File: src/sv/tspq_pkg.sv
// Package with the types, constants and codes shared by the timestamp priority queue.
`timescale 1ns / 1ps

package tspq_pkg;

    localparam int DEPTH       = 16;
    localparam int TIME_BITS   = 15;
    localparam int ID_BITS     = 4;
    localparam int KEY_BITS    = TIME_BITS + ID_BITS;
    localparam int ADDR_BITS   = $clog2(DEPTH);
    localparam int COUNT_BITS  = $clog2(DEPTH + 1);
    localparam int OP_BITS     = 2;
    localparam int STATUS_BITS = 2;

    localparam logic [OP_BITS-1:0] OP_INSERT = 2'd0;
    localparam logic [OP_BITS-1:0] OP_REMOVE = 2'd1;
    localparam logic [OP_BITS-1:0] OP_PEEK   = 2'd2;

    localparam logic [STATUS_BITS-1:0] STAT_OK    = 2'd0;
    localparam logic [STATUS_BITS-1:0] STAT_FULL  = 2'd1;
    localparam logic [STATUS_BITS-1:0] STAT_EMPTY = 2'd2;

    typedef logic [KEY_BITS-1:0] key_t;

    typedef struct packed {
        logic [OP_BITS-1:0]   operation;
        logic [ID_BITS-1:0]   req_id;
        logic [TIME_BITS-1:0] req_time;
    } cmd_t;

    typedef struct packed {
        logic                   head_valid;
        logic [ID_BITS-1:0]     head_id;
        logic [TIME_BITS-1:0]   head_time;
        logic [COUNT_BITS-1:0]  occupancy;
        logic [STATUS_BITS-1:0] status;
    } res_t;

    typedef enum logic [3:0] {
        S_IDLE,
        S_INS_RD,
        S_INS_CMP,
        S_INS_PUT,
        S_REM_RD,
        S_REM_WR,
        S_HEAD_RD,
        S_HEAD_CAP,
        S_DONE
    } state_t;

endpackage

File: src/sv/timestamp_priority_queue.sv
// Top level of the timestamp priority queue: sequencer, entry store and result register.
//
//   Channel | Signals                    | Direction | Contents
//   cmd     | cmd_valid, cmd_stall, cmd  | in        | operation, req_id, req_time
//   res     | res_valid, res_stall, res  | out       | head entry, occupancy, status
//
// Entries live in one RAM with a single read and a single write port, so an
// insert or remove moves one entry per cycle. An insert shifts each larger
// entry up and puts the new key in the freed slot; a remove shifts each later
// entry down. Every command, also a peek, a dropped insert or a failed remove,
// then reads and captures the head entry and writes the result register.
// Reset empties the queue at once. A stalled result holds and the next command
// may be taken meanwhile; its result waits until the register is free.
`timescale 1ns / 1ps

module timestamp_priority_queue
    import tspq_pkg::*;
(
    input  logic clk,
    input  logic rst_n,
    input  logic cmd_valid,
    output logic cmd_stall,
    input  cmd_t cmd,
    output logic res_valid,
    input  logic res_stall,
    output res_t res
);

    state_t                 state_reg, state_next;
    logic [COUNT_BITS-1:0]  count_reg, count_next;
    logic [COUNT_BITS-1:0]  idx_reg, idx_next;
    key_t                   new_key_reg, new_key_next;
    key_t                   head_key_reg, head_key_next;
    logic [STATUS_BITS-1:0] status_reg, status_next;
    res_t                   res_reg, res_next;
    logic                   res_valid_reg, res_valid_next;

    logic                   we;
    logic [ADDR_BITS-1:0]   waddr;
    key_t                   wdata;
    logic [ADDR_BITS-1:0]   raddr;
    key_t                   rdata;
    logic                   held_gt;

    logic [COUNT_BITS-1:0]  idx_m1;
    logic [COUNT_BITS-1:0]  idx_m2;
    logic [COUNT_BITS-1:0]  idx_p1;
    logic [COUNT_BITS-1:0]  idx_p2;
    logic [COUNT_BITS-1:0]  count_m1;

    assign idx_m1   = idx_reg - COUNT_BITS'(1);
    assign idx_m2   = idx_reg - COUNT_BITS'(2);
    assign idx_p1   = idx_reg + COUNT_BITS'(1);
    assign idx_p2   = idx_reg + COUNT_BITS'(2);
    assign count_m1 = count_reg - COUNT_BITS'(1);

    tspq_ram #(
        .WIDTH (KEY_BITS),
        .DEPTH (DEPTH)
    ) u_entries (
        .clk   (clk),
        .we    (we),
        .waddr (waddr),
        .wdata (wdata),
        .raddr (raddr),
        .rdata (rdata)
    );

    tspq_cmp u_cmp (
        .held_key (rdata),
        .new_key  (new_key_reg),
        .gt       (held_gt)
    );

    assign cmd_stall = (state_reg != S_IDLE);
    assign res_valid = res_valid_reg;
    assign res       = res_reg;

    always_ff @(posedge clk or negedge rst_n)
    begin
        if (!rst_n)
        begin
            state_reg     <= S_IDLE;
            count_reg     <= '0;
            res_valid_reg <= 1'b0;
        end
        else
        begin
            state_reg     <= state_next;
            count_reg     <= count_next;
            res_valid_reg <= res_valid_next;
        end
    end

    always_ff @(posedge clk)
    begin
        idx_reg      <= idx_next;
        new_key_reg  <= new_key_next;
        head_key_reg <= head_key_next;
        status_reg   <= status_next;
        res_reg      <= res_next;
    end

    always_comb
    begin
        state_next     = state_reg;
        count_next     = count_reg;
        idx_next       = idx_reg;
        new_key_next   = new_key_reg;
        head_key_next  = head_key_reg;
        status_next    = status_reg;
        res_next       = res_reg;
        res_valid_next = res_valid_reg && res_stall;
        we             = 1'b0;
        waddr          = idx_reg[ADDR_BITS-1:0];
        wdata          = new_key_reg;
        raddr          = '0;

        unique case (state_reg)
            S_IDLE:
            begin
                if (cmd_valid)
                begin
                    new_key_next = {cmd.req_time, cmd.req_id};
                    status_next  = STAT_OK;
                    state_next   = S_HEAD_RD;
                    case (cmd.operation)
                        OP_INSERT:
                        begin
                            if (count_reg == COUNT_BITS'(DEPTH))
                            begin
                                status_next = STAT_FULL;
                            end
                            else
                            begin
                                count_next = count_reg + COUNT_BITS'(1);
                                idx_next   = count_reg;
                                state_next = (count_reg == '0) ? S_INS_PUT : S_INS_RD;
                            end
                        end
                        OP_REMOVE:
                        begin
                            if (count_reg == '0)
                            begin
                                status_next = STAT_EMPTY;
                            end
                            else
                            begin
                                count_next = count_m1;
                                idx_next   = '0;
                                if (count_reg != COUNT_BITS'(1))
                                begin
                                    state_next = S_REM_RD;
                                end
                            end
                        end
                        default:
                        begin
                            state_next = S_HEAD_RD;
                        end
                    endcase
                end
            end
            S_INS_RD:
            begin
                raddr      = idx_m1[ADDR_BITS-1:0];
                state_next = S_INS_CMP;
            end
            S_INS_CMP:
            begin
                we = 1'b1;
                if (held_gt)
                begin
                    wdata    = rdata;
                    idx_next = idx_m1;
                    if (idx_reg == COUNT_BITS'(1))
                    begin
                        state_next = S_INS_PUT;
                    end
                    else
                    begin
                        raddr = idx_m2[ADDR_BITS-1:0];
                    end
                end
                else
                begin
                    state_next = S_HEAD_RD;
                end
            end
            S_INS_PUT:
            begin
                we         = 1'b1;
                state_next = S_HEAD_RD;
            end
            S_REM_RD:
            begin
                raddr      = idx_p1[ADDR_BITS-1:0];
                state_next = S_REM_WR;
            end
            S_REM_WR:
            begin
                we    = 1'b1;
                wdata = rdata;
                if (idx_p1 == count_reg)
                begin
                    state_next = S_HEAD_RD;
                end
                else
                begin
                    raddr    = idx_p2[ADDR_BITS-1:0];
                    idx_next = idx_p1;
                end
            end
            S_HEAD_RD:
            begin
                raddr      = '0;
                state_next = S_HEAD_CAP;
            end
            S_HEAD_CAP:
            begin
                head_key_next = rdata;
                state_next    = S_DONE;
            end
            S_DONE:
            begin
                if (!res_valid_reg || !res_stall)
                begin
                    res_next.head_valid = (count_reg != '0);
                    res_next.head_id    = (count_reg != '0) ? head_key_reg[ID_BITS-1:0]
                                                            : '0;
                    res_next.head_time  = (count_reg != '0)
                                          ? head_key_reg[KEY_BITS-1:ID_BITS] : '0;
                    res_next.occupancy  = count_reg;
                    res_next.status     = status_reg;
                    res_valid_next      = 1'b1;
                    state_next          = S_IDLE;
                end
            end
            default:
            begin
                state_next = S_IDLE;
            end
        endcase
    end

endmodule

File: src/sv/tspq_ram.sv
// Generic single write port, single read port RAM with registered read data.
`timescale 1ns / 1ps

module tspq_ram #(
    parameter int WIDTH = 8,
    parameter int DEPTH = 16
) (
    input  logic                     clk,
    input  logic                     we,
    input  logic [$clog2(DEPTH)-1:0] waddr,
    input  logic [WIDTH-1:0]         wdata,
    input  logic [$clog2(DEPTH)-1:0] raddr,
    output logic [WIDTH-1:0]         rdata
);

    logic [WIDTH-1:0] mem [DEPTH];

    always_ff @(posedge clk)
    begin
        if (we)
        begin
            mem[waddr] <= wdata;
        end
        rdata <= mem[raddr];
    end

endmodule

File: src/sv/tspq_cmp.sv
// Key comparator shared by every step of the insertion scan.
`timescale 1ns / 1ps

module tspq_cmp
    import tspq_pkg::*;
(
    input  key_t held_key,
    input  key_t new_key,
    output logic gt
);

    // The timestamp sits above the id, so one compare gives the (time, id) order.
    assign gt = (held_key > new_key);

endmodule
File: config.mk
export PLATFORM = sky130hd
export DESIGN_NAME = timestamp_priority_queue
export DESIGN_NICKNAME = d
export VERILOG_FILES = /design/src/sv/tspq_pkg.sv /design/src/sv/timestamp_priority_queue.sv /design/src/sv/tspq_ram.sv /design/src/sv/tspq_cmp.sv
export SDC_FILE = /design/constraint.sdc
export NUM_CORES = 1
export LEC_CHECK = 0
export BUFFER_PORTS_ARGS = -buffer_cell sky130_fd_sc_hd__buf_2
export CAP_MARGIN = 20
export CORE_MARGIN = 5
export CORE_UTILIZATION = 55
export CTS_CLUSTER_SIZE = 12
export DETAILED_ROUTE_END_ITERATION = 10
export PLACE_DENSITY = 0.72
export REMOVE_ABC_BUFFERS = 1
export SLEW_MARGIN = 25
export SYNTH_ARGS = -nofsm -noshare
export SYNTH_HDL_FRONTEND = slang
export SYNTH_SLANG_ARGS = --single-unit
File: constraint.sdc
create_clock -name clk -period 3.65 [get_ports clk]
set_input_delay 0.73 -clock clk [delete_from_list [all_inputs] [get_ports clk]]
set_output_delay 0.73 -clock clk [all_outputs]
set_load 0.01 [all_outputs]
==> results.md, run 1 <==
- The run finished with clean final reports.
- The placed cell area is 0.01809 mm2.
- Setup violations remaining at the end of the flow were counted as 0.
- The cell count after synthesis came out at 1095.
- The worst path meets setup with 0.04363 ns of slack.
- The async set or reset register ratio after synthesis is 2.469%.
- The layout-stage area growth over the synthesis result is 17.83%.
- The highest ir drop seen on vdd is 0.6450 mV.
- The data required time at the worst endpoint is 4.06 ns.
- The power density over the cells is 940.9 mW/mm2.
- The global-route wire length before repair is 58.73 mm.
- The portion of the clock cycle consumed by the worst path in the final layout is 98.80%.
- The Yosys step of the flow raised 0 warnings.
- The share of post-route cells with drive strength above 1 is 20.29%.
- The data arrival time at the worst-slack endpoint is 4.01 ns.
- The final instance area is 0.01976 mm2.
- The synthesized netlist occupies a cell area of 0.01677 mm2.
- Across every metal layer, demand over resource in global routing totals 23.12%.
- The residual antenna-violating net count after detailed routing is 0.
- Buffers inserted during clock tree synthesis total 42.
- The tree built by TritonCTS fans out to 405 sinks.
- Entering global routing, the biggest net connects 55 pins.
- The clock-pin slew on the worst setup and hold paths is 0.06 ns.
- The maximum frequency from static timing analysis is 277.3 MHz.
- The category of the worst setup path launch point is a flop.
- The worst slack at placement is 0.04768 ns.
- The width of the chip is 184.6 um.
- The setup slack of the most critical reg-to-reg path is 0.04 ns.
- The remaining max-slew budget at the tightest pin is 30.65%.
- In this run, distinct cell masters in the synthesized netlist total 60.
- The mux share of post-synthesis cell area is 7.805%.
- The overflow left after global routing is 0.
- The row count is 64.
- The clock reaches the later pin of the worst-skew pair after 0.54 ns.
- The critical path starts at new_key_reg[17].
- Setup repair after global routing left no endpoint under its margin.
- The largest family of logic cells by synthesized area is compound AO/OA/AOI/OAI gates.
- The critical path capture point type is a flop.
- The static leakage power is 0.007292 uW.
- For this run, the share of the core covered by cells in the final layout is 65.10%.
- The area fraction in and, or, nand and nor cells after synthesis is 6.850%.
- The path class of the lowest-slack min-delay path is in -> async.
- The DRC violation total after the first TritonRoute iteration is 1121.
- The initial antenna violation count came to 0.
- The final count of hold timing violations was 0.
- At the pin with the least slew margin, the transition time is 1.036 ns.
- At the end of routability-driven placement, the weighted congestion stood at 0.9037.
- The I/O pin count is 54.
- The layout net count is 1273.
- The tool flagged a number of max-cap violations equal to 0.
- For this configuration, the core starts out at a cell density of 55.25%.
- 0 antenna diodes ended up in the layout.
- The worst setup path is of the reg -> reg kind.
- The startpoint of the worst register-to-register path is new_key_reg[17].
- The root buffer cell chosen for the clock tree is sky130_fd_sc_hd__clkbuf_16.
- In this run, synthesis inferred 376 flip-flops with an integrated enable.
- The detail-routed via count per cell is 6.048.
- The setup TNS is 0 ns.
- The core box area is 0.03035 mm2.
- After layout, the minimum clock period comes to 3.606 ns.
- In this run the deepest clock path goes through 3 buffers.
- The post-detailed-placement half-perimeter wirelength is 23.79 mm.
- The flip-flop cell with the highest count after synthesis is sky130_fd_sc_hd__edfxtp_1.
- The worst clock skew is 0.01357 ns.
- The overall die area is 0.03408 mm2.
- The final number of max-transition violations is 0.
- The number of remaining DRC errors is 0.
- The first detailed-routing pass ran for 5 iterations.
- The average wire length per cell after detail routing is 24.67 um.
- The floorplan die height is 184.6 um.
- The synthesized area per cell is 15.31 um2.
- The total routed wirelength is 40.54 mm.
- Hold timing on the final database bottoms out at a slack of 0.06445 ns.
- In this run the critical register-to-register path is captured at u_entries.rdata[16].
- After synthesis the netlist holds a flip-flop and latch count of 405.
- The register with the most flip-flops in the layout has 304 of them.
- The final route contains 9937 vias.
- The quantity of hold-fixing buffers added after cts is 0.
- The adder and majority gate portion of the synthesized area is 2.164%.
- The clock tree from TritonCTS is yes.
- Summing the sequential cell areas from Yosys gives 71.10% of the chip area.
- The clock tree synthesis step divided the H-tree into 2 levels.
- The via count of the first global-routing pass came to 9574.
- The post-synthesis share of cell area spent on xor and xnor gates is 0.9850%.
- The depth of the most critical reg-to-reg path is 13.
- The count of buffers added on input and output ports is 53.
- The synthesized netlist devotes 8.447% of its cell area to compound gates.
- The maximum fanout count along the critical path is 8.
## report_power, final
part           switching (uW)  total [uW]  internal, uW
Clock                    1660        4040          2380
Sequential                407        6680          6280
Combinational            4460        7860          3400
Total                    6530       18600         12100
## synth_stat cells, types with 10 or more instances
library cell	instances	area, um2
sky130_fd_sc_hd__a211oi_1	38	285.3
sky130_fd_sc_hd__a21oi_1	17	85.08
sky130_fd_sc_hd__a221o_1	19	190.2
sky130_fd_sc_hd__a22o_1	21	183.9
sky130_fd_sc_hd__a31oi_1	41	256.5
sky130_fd_sc_hd__and2_1	59	369.1
sky130_fd_sc_hd__buf_2	13	65.06
sky130_fd_sc_hd__clkbuf_1	26	97.59
sky130_fd_sc_hd__dfrtp_1	10	250.2
sky130_fd_sc_hd__dfxtp_1	19	380.4
sky130_fd_sc_hd__edfxtp_1	376	11290
sky130_fd_sc_hd__ha_1	29	362.9
sky130_fd_sc_hd__inv_1	30	112.6
sky130_fd_sc_hd__mux2_2	14	157.7
sky130_fd_sc_hd__mux2i_1	115	1151
sky130_fd_sc_hd__nand2_1	115	431.7
sky130_fd_sc_hd__nor2_1	27	101.4
sky130_fd_sc_hd__nor3_1	11	55.05
sky130_fd_sc_hd__o21ai_0	13	65.06
sky130_fd_sc_hd__xnor2_1	10	87.58
## layout by cell type, fill, tap and decap left out, drive strengths merged, types with 21 or more instances in the layout
master / synthesis / final
edfxtp: 376 / 376
buf: 31 / 130
nand2: 115 / 115
mux2i: 115 / 115
clkbuf: 26 / 67
and2: 59 / 59
a31oi: 42 / 42
a211oi: 38 / 38
inv: 30 / 31
ha: 29 / 29
nor2: 29 / 29
a22o: 21 / 21
## worst max-delay path: stages, from the launching register on
cell	delay (ns)
sky130_fd_sc_hd__edfxtp_1	0.38
sky130_fd_sc_hd__inv_1	0.09
sky130_fd_sc_hd__ha_4	0.29
sky130_fd_sc_hd__nand3_2	0.11
sky130_fd_sc_hd__or4_4	0.53
sky130_fd_sc_hd__o21bai_4	0.20
sky130_fd_sc_hd__a31oi_4	0.25
sky130_fd_sc_hd__a21oi_4	0.13
sky130_fd_sc_hd__buf_6	0.15
sky130_fd_sc_hd__o21ai_4	0.49
sky130_fd_sc_hd__clkbuf_16	0.27
sky130_fd_sc_hd__buf_4	0.11
sky130_fd_sc_hd__a31oi_1	0.10
sky130_fd_sc_hd__a221o_1	0.37
## cell families (layout without fill, tap and decap cells)
kind of cell,after synthesis,count (layout)
XOR/XNOR,14,14
AO/OA/AOI/OAI,188,189
flip-flops,405,405
buffers and inverters,87,238
AND/OR/NAND/NOR,243,243
multiplexers,129,129
adder cells (fa/ha/maj),29,29
## cell type report
class | instances | area [um2]
multi-input cells | 604 | 4617
clock buffers | 61 | 1144
repair buffers | 136 | 1333
fillers | 2069 | 10590
flip-flops and latches | 405 | 11920
inverters | 30 | 112.6
clock inverters | 11 | 133.9
well taps | 396 | 495.5
## worst max path at each step
stage / slack, ns / to
after floorplan: -7.62 / u_entries.rdata[0]
after global placement: 0.11 / u_entries.rdata[10]
after detailed placement: 0.05 / u_entries.rdata[8]
after CTS: 0.02 / u_entries.rdata[2]
after global routing: 0.008 / u_entries.rdata[16]
final: 0.04 / u_entries.rdata[16]
## stage by stage
| stage | total power, uW | std cells |
|---|---|---|
| global placement | 13750 | 1551 |
| floorplan | 10690 | 1038 |
| CTS | 17970 | 1623 |
| global route | 19440 | 1643 |
| detailed placement | 13930 | 1551 |
| finish | 18590 | 1643 |
## metal layers
layer | part of all wire [%] | wire, um | GRT usage, % | up-vias
met3 | 8.7 | 3516 | 4.756 | 71
met1 | 41 | 16820 | 32.56 | 4951
met5 | 0 | 0 | 0 | -
li1 | - | - | - | 4460
met2 | 47 | 19170 | 37.02 | 455
met4 | 2.5 | 1025 | 6.714 | 0
## timing repair
| item | 4_1_cts | 5_1_grt |
|---|---|---|
| setup buffers | 0 | 9 |
| resized for setup | 0 | 21 |
| setup endpoints to repair | 0 | 19 |
Power figures use the tool's default switching activity.
==> inputs of run 2 (changes only) <==
--- a/config.mk
+++ b/config.mk
@@ -5,13 +5,12 @@
 export SDC_FILE = /design/constraint.sdc
 export NUM_CORES = 1
 export LEC_CHECK = 0
-export BUFFER_PORTS_ARGS = -buffer_cell sky130_fd_sc_hd__buf_2
+export BUFFER_PORTS_ARGS = -buffer_cell sky130_fd_sc_hd__clkbuf_2
 export CAP_MARGIN = 20
 export CORE_MARGIN = 5
-export CORE_UTILIZATION = 55
+export CORE_UTILIZATION = 40
 export CTS_CLUSTER_SIZE = 12
 export DETAILED_ROUTE_END_ITERATION = 10
-export PLACE_DENSITY = 0.72
 export REMOVE_ABC_BUFFERS = 1
 export SLEW_MARGIN = 25
 export SYNTH_ARGS = -nofsm -noshare
==> results.md, run 2 (same netlist as run 1, synthesis figures left out) <==
- The flow ran to the end, and the final reports show no timing, DRC or antenna violations.
- The critical path is of the reg -> reg type.
- Of all nets on the critical path, the largest fanout is 11.
- Of the cells placed in the final design, the portion with a size suffix greater than 1 is 19.73%.
- The remaining max-slew budget at the tightest pin is 54.20%.
- The largest single stage delay on the critical path is 0.53 ns.
- The layout net count is 1274.
- The register area is 0.01192 mm2.
- STA classifies the critical path startpoint as a flop.
- The power share of the combinational group is 41.3%.
- The analysis attributes to net switching a power of 6490 uW.
- The count of endpoints failing setup in the final report is 0.
- The DRC violation total after the first TritonRoute iteration is 1026.
- The min-delay analysis places its worst path in the category in -> async.
- For this run, the top clock speed supported by timing is 281.5 MHz.
- The initial antenna violation count is 0.
- Global routing used 17.45% of the available tracks across all layers.
- The final-layout worst hold slack is 0.01940 ns.
- The worst clock skew is 0.01736 ns.
- The signal on the critical path passes through inv_1 > ha_4 > nand3_2 > or4_4 > or3_4 > and2_4 > buf_4 > a21oi_4 > o21ai_4 > buf_4 > a211oi_1 > a31oi_1 > a221o_1.
- The level count of the clock H-tree is 2.
- The fraction of power consumed by sequential logic is 35.9%.
- The core utilization of the finished layout is 47.57%.
- The final weighted congestion in routability-driven placement is 0.9030.
- Summing all multi-input logic gate instances after layout gives 0.004554 mm2.
- The top cell types in the final layout, fill and taps aside, are sky130_fd_sc_hd__edfxtp_1, sky130_fd_sc_hd__nand2_1, sky130_fd_sc_hd__mux2i_1.
- The analysis attributes to cell leakage a power of 0.007304 uW.
- The iteration count of the initial detailed-routing pass is 5.
- The highest ir drop seen on vdd is 0.5103 mV.
- The register with the most flip-flops in the layout has 304 of them.
- The wire-length estimate of the detail-placed layout is 24.06 mm.
- The number of remaining DRC errors is 0.
- The data arrival time at the worst-slack endpoint is 4.00 ns.
- The row count is 75.
- The overall via count from detail_route is 9720.
- The clock reaches the later pin of the worst-skew pair after 0.57 ns.
- Among all stages on the critical path, the largest delay is contributed by sky130_fd_sc_hd__or4_4.
- The number of fillers in the final layout is 3625.
- The part of the total power dissipated in the clock network is 22.7%.
- The port buffer count is 53.
- In this design, the critical path's most frequently occurring cell is sky130_fd_sc_hd__buf_4.
- The share of total power consumed by net switching is 35.04%.
- The final count of hold timing violations is 0.
- The final number of max-transition violations is 0.
- The number of max-cap violations is 0.
- The final instance area is 0.01982 mm2.
- The largest net degree at the start of global routing is 64.
- The starting density of the core is 40.24%.
- The minimum clock period after layout is 3.553 ns.
- The placed cell area is 0.01824 mm2.
- The residual antenna-violating net count after detailed routing is 0.
- The number of sinks handled by clock tree synthesis is 405.
- The data required time at the worst endpoint is 4.10 ns.
- The critical path capture point type is a flop.
- For this run the aggregate overflow at the end of global routing stands at 0.
- The power density over the cells is 934.5 mW/mm2.
- At the pin with the least slew margin, the transition time is 0.6818 ns.
- The cell sitting at the root of the clock tree is a sky130_fd_sc_hd__clkbuf_16.
- The CTS buffer count is 44.
- The global-route wire length before repair is 60.62 mm.
- The via count of the first global-routing pass is 9401.
- The I/O pin count is 54.
- After detailed routing, the number of vias per cell comes to 5.424.
- The internal cell power is 12030 uW.
- Adding up every negative setup slack in the final design gives 0 ns.
- Dividing the final minimum period by the clock period gives 97.34%.
- The average wire length per cell after detail routing is 23.15 um.
- The library cell used most frequently in the layout, excluding fill and tap cells, is sky130_fd_sc_hd__edfxtp_1.
- The floorplan die height is 214.7 um.
- The overall die area is 0.04611 mm2.
- TritonCTS built the clock tree.
- The width of the chip is 214.7 um.
- The clock-pin slew on the worst setup and hold paths is 0.06 ns.
- The total routed wirelength is 41.48 mm.
- The layout-stage area growth over the synthesis result is 18.21%.
- The maximum buffer depth of the clock tree is 3.
- The region available for standard cell placement spans 0.04167 mm2.
==> run 2: metrics by stage <==
step	std cells	setup WS, ns	total power (uW)
after floorplan	1038	-7.624	10690
after global placement	1701	0.009852	13970
after detailed placement	1701	-0.02184	14030
after CTS	1782	0.000001332	18360
after global routing	1791	-0.01170	19450
final	1792	0.09714	18520
==> run 2: layout make-up <==
class                           count  area share, %
Tap cell                          539          3.403
Timing Repair Buffer              136          5.997
Clock buffer                       63          6.073
Multi-Input combinational cell    603          22.98
Inverter                           30         0.5681
Antenna cell                        1        0.01263
Clock inverter                     15         0.8207
Sequential cell                   405          60.15
==> run 2: power groups by stage <==
| stage | clock network (uW) | logic [uW] | registers, uW |
|---|---|---|---|
| 2_1_floorplan | 0 | 4050 | 6640 |
| 6_report | 4210 | 7660 | 6660 |
| 3_3_place_gp | 0 | 7250 | 6730 |
| 3_5_place_dp | 0 | 7290 | 6740 |
| 4_1_cts | 4300 | 7410 | 6650 |
| 5_1_grt | 4500 | 8240 | 6710 |
==> run 2: repair_timing <==
| item | in CTS | in global routing |
|---|---|---|
| hold endpoints to repair | 0 | 0 |
| gates resized for setup | 0 | 13 |
| hold buffers | 0 | 0 |
| pin swaps | 2 | 3 |
| endpoints found under the setup margin | 17 | 19 |
| gates cloned | 1 | 2 |
| setup buffers | 2 | 7 |
==> run 2: critical path: cells and delay by family (launching register included) <==
family | cells | cell delay (ns)
simple gates | 4 | 1.17
fa+ha+maj | 1 | 0.29
flops | 1 | 0.37
buf+inv | 3 | 0.47
compound gates | 5 | 1.12
==> run 2: worst paths after layout <==
| kind | start | to | slack [ns] | cells past startpoint |
|---|---|---|---|---|
| max in group asynchronous | rst_n | state_reg[2] | 3.41 | 1 |
| worst max-delay path | new_key_reg[17] | u_entries.rdata[16] | 0.1 | 13 |
| worst max register to register | new_key_reg[17] | u_entries.rdata[16] | 0.1 | 13 |
| worst min-delay path | rst_n | count_reg[4] | 0.02 | 1 |
| min in group clk | cmd[0] | new_key_reg[4] | 0.33 | 1 |
| worst min register to register | status_reg[0] | res[0] | 0.42 | 0 |
==> run 2: layer usage <==
metal,part of all wire (%),vias up,GRT usage (%)
met2,46,319,27.65
met3,6.1,69,2.674
met4,2.6,0,5.411
met5,0,-,0
li1,-,4457,-
met1,45,4875,25.07
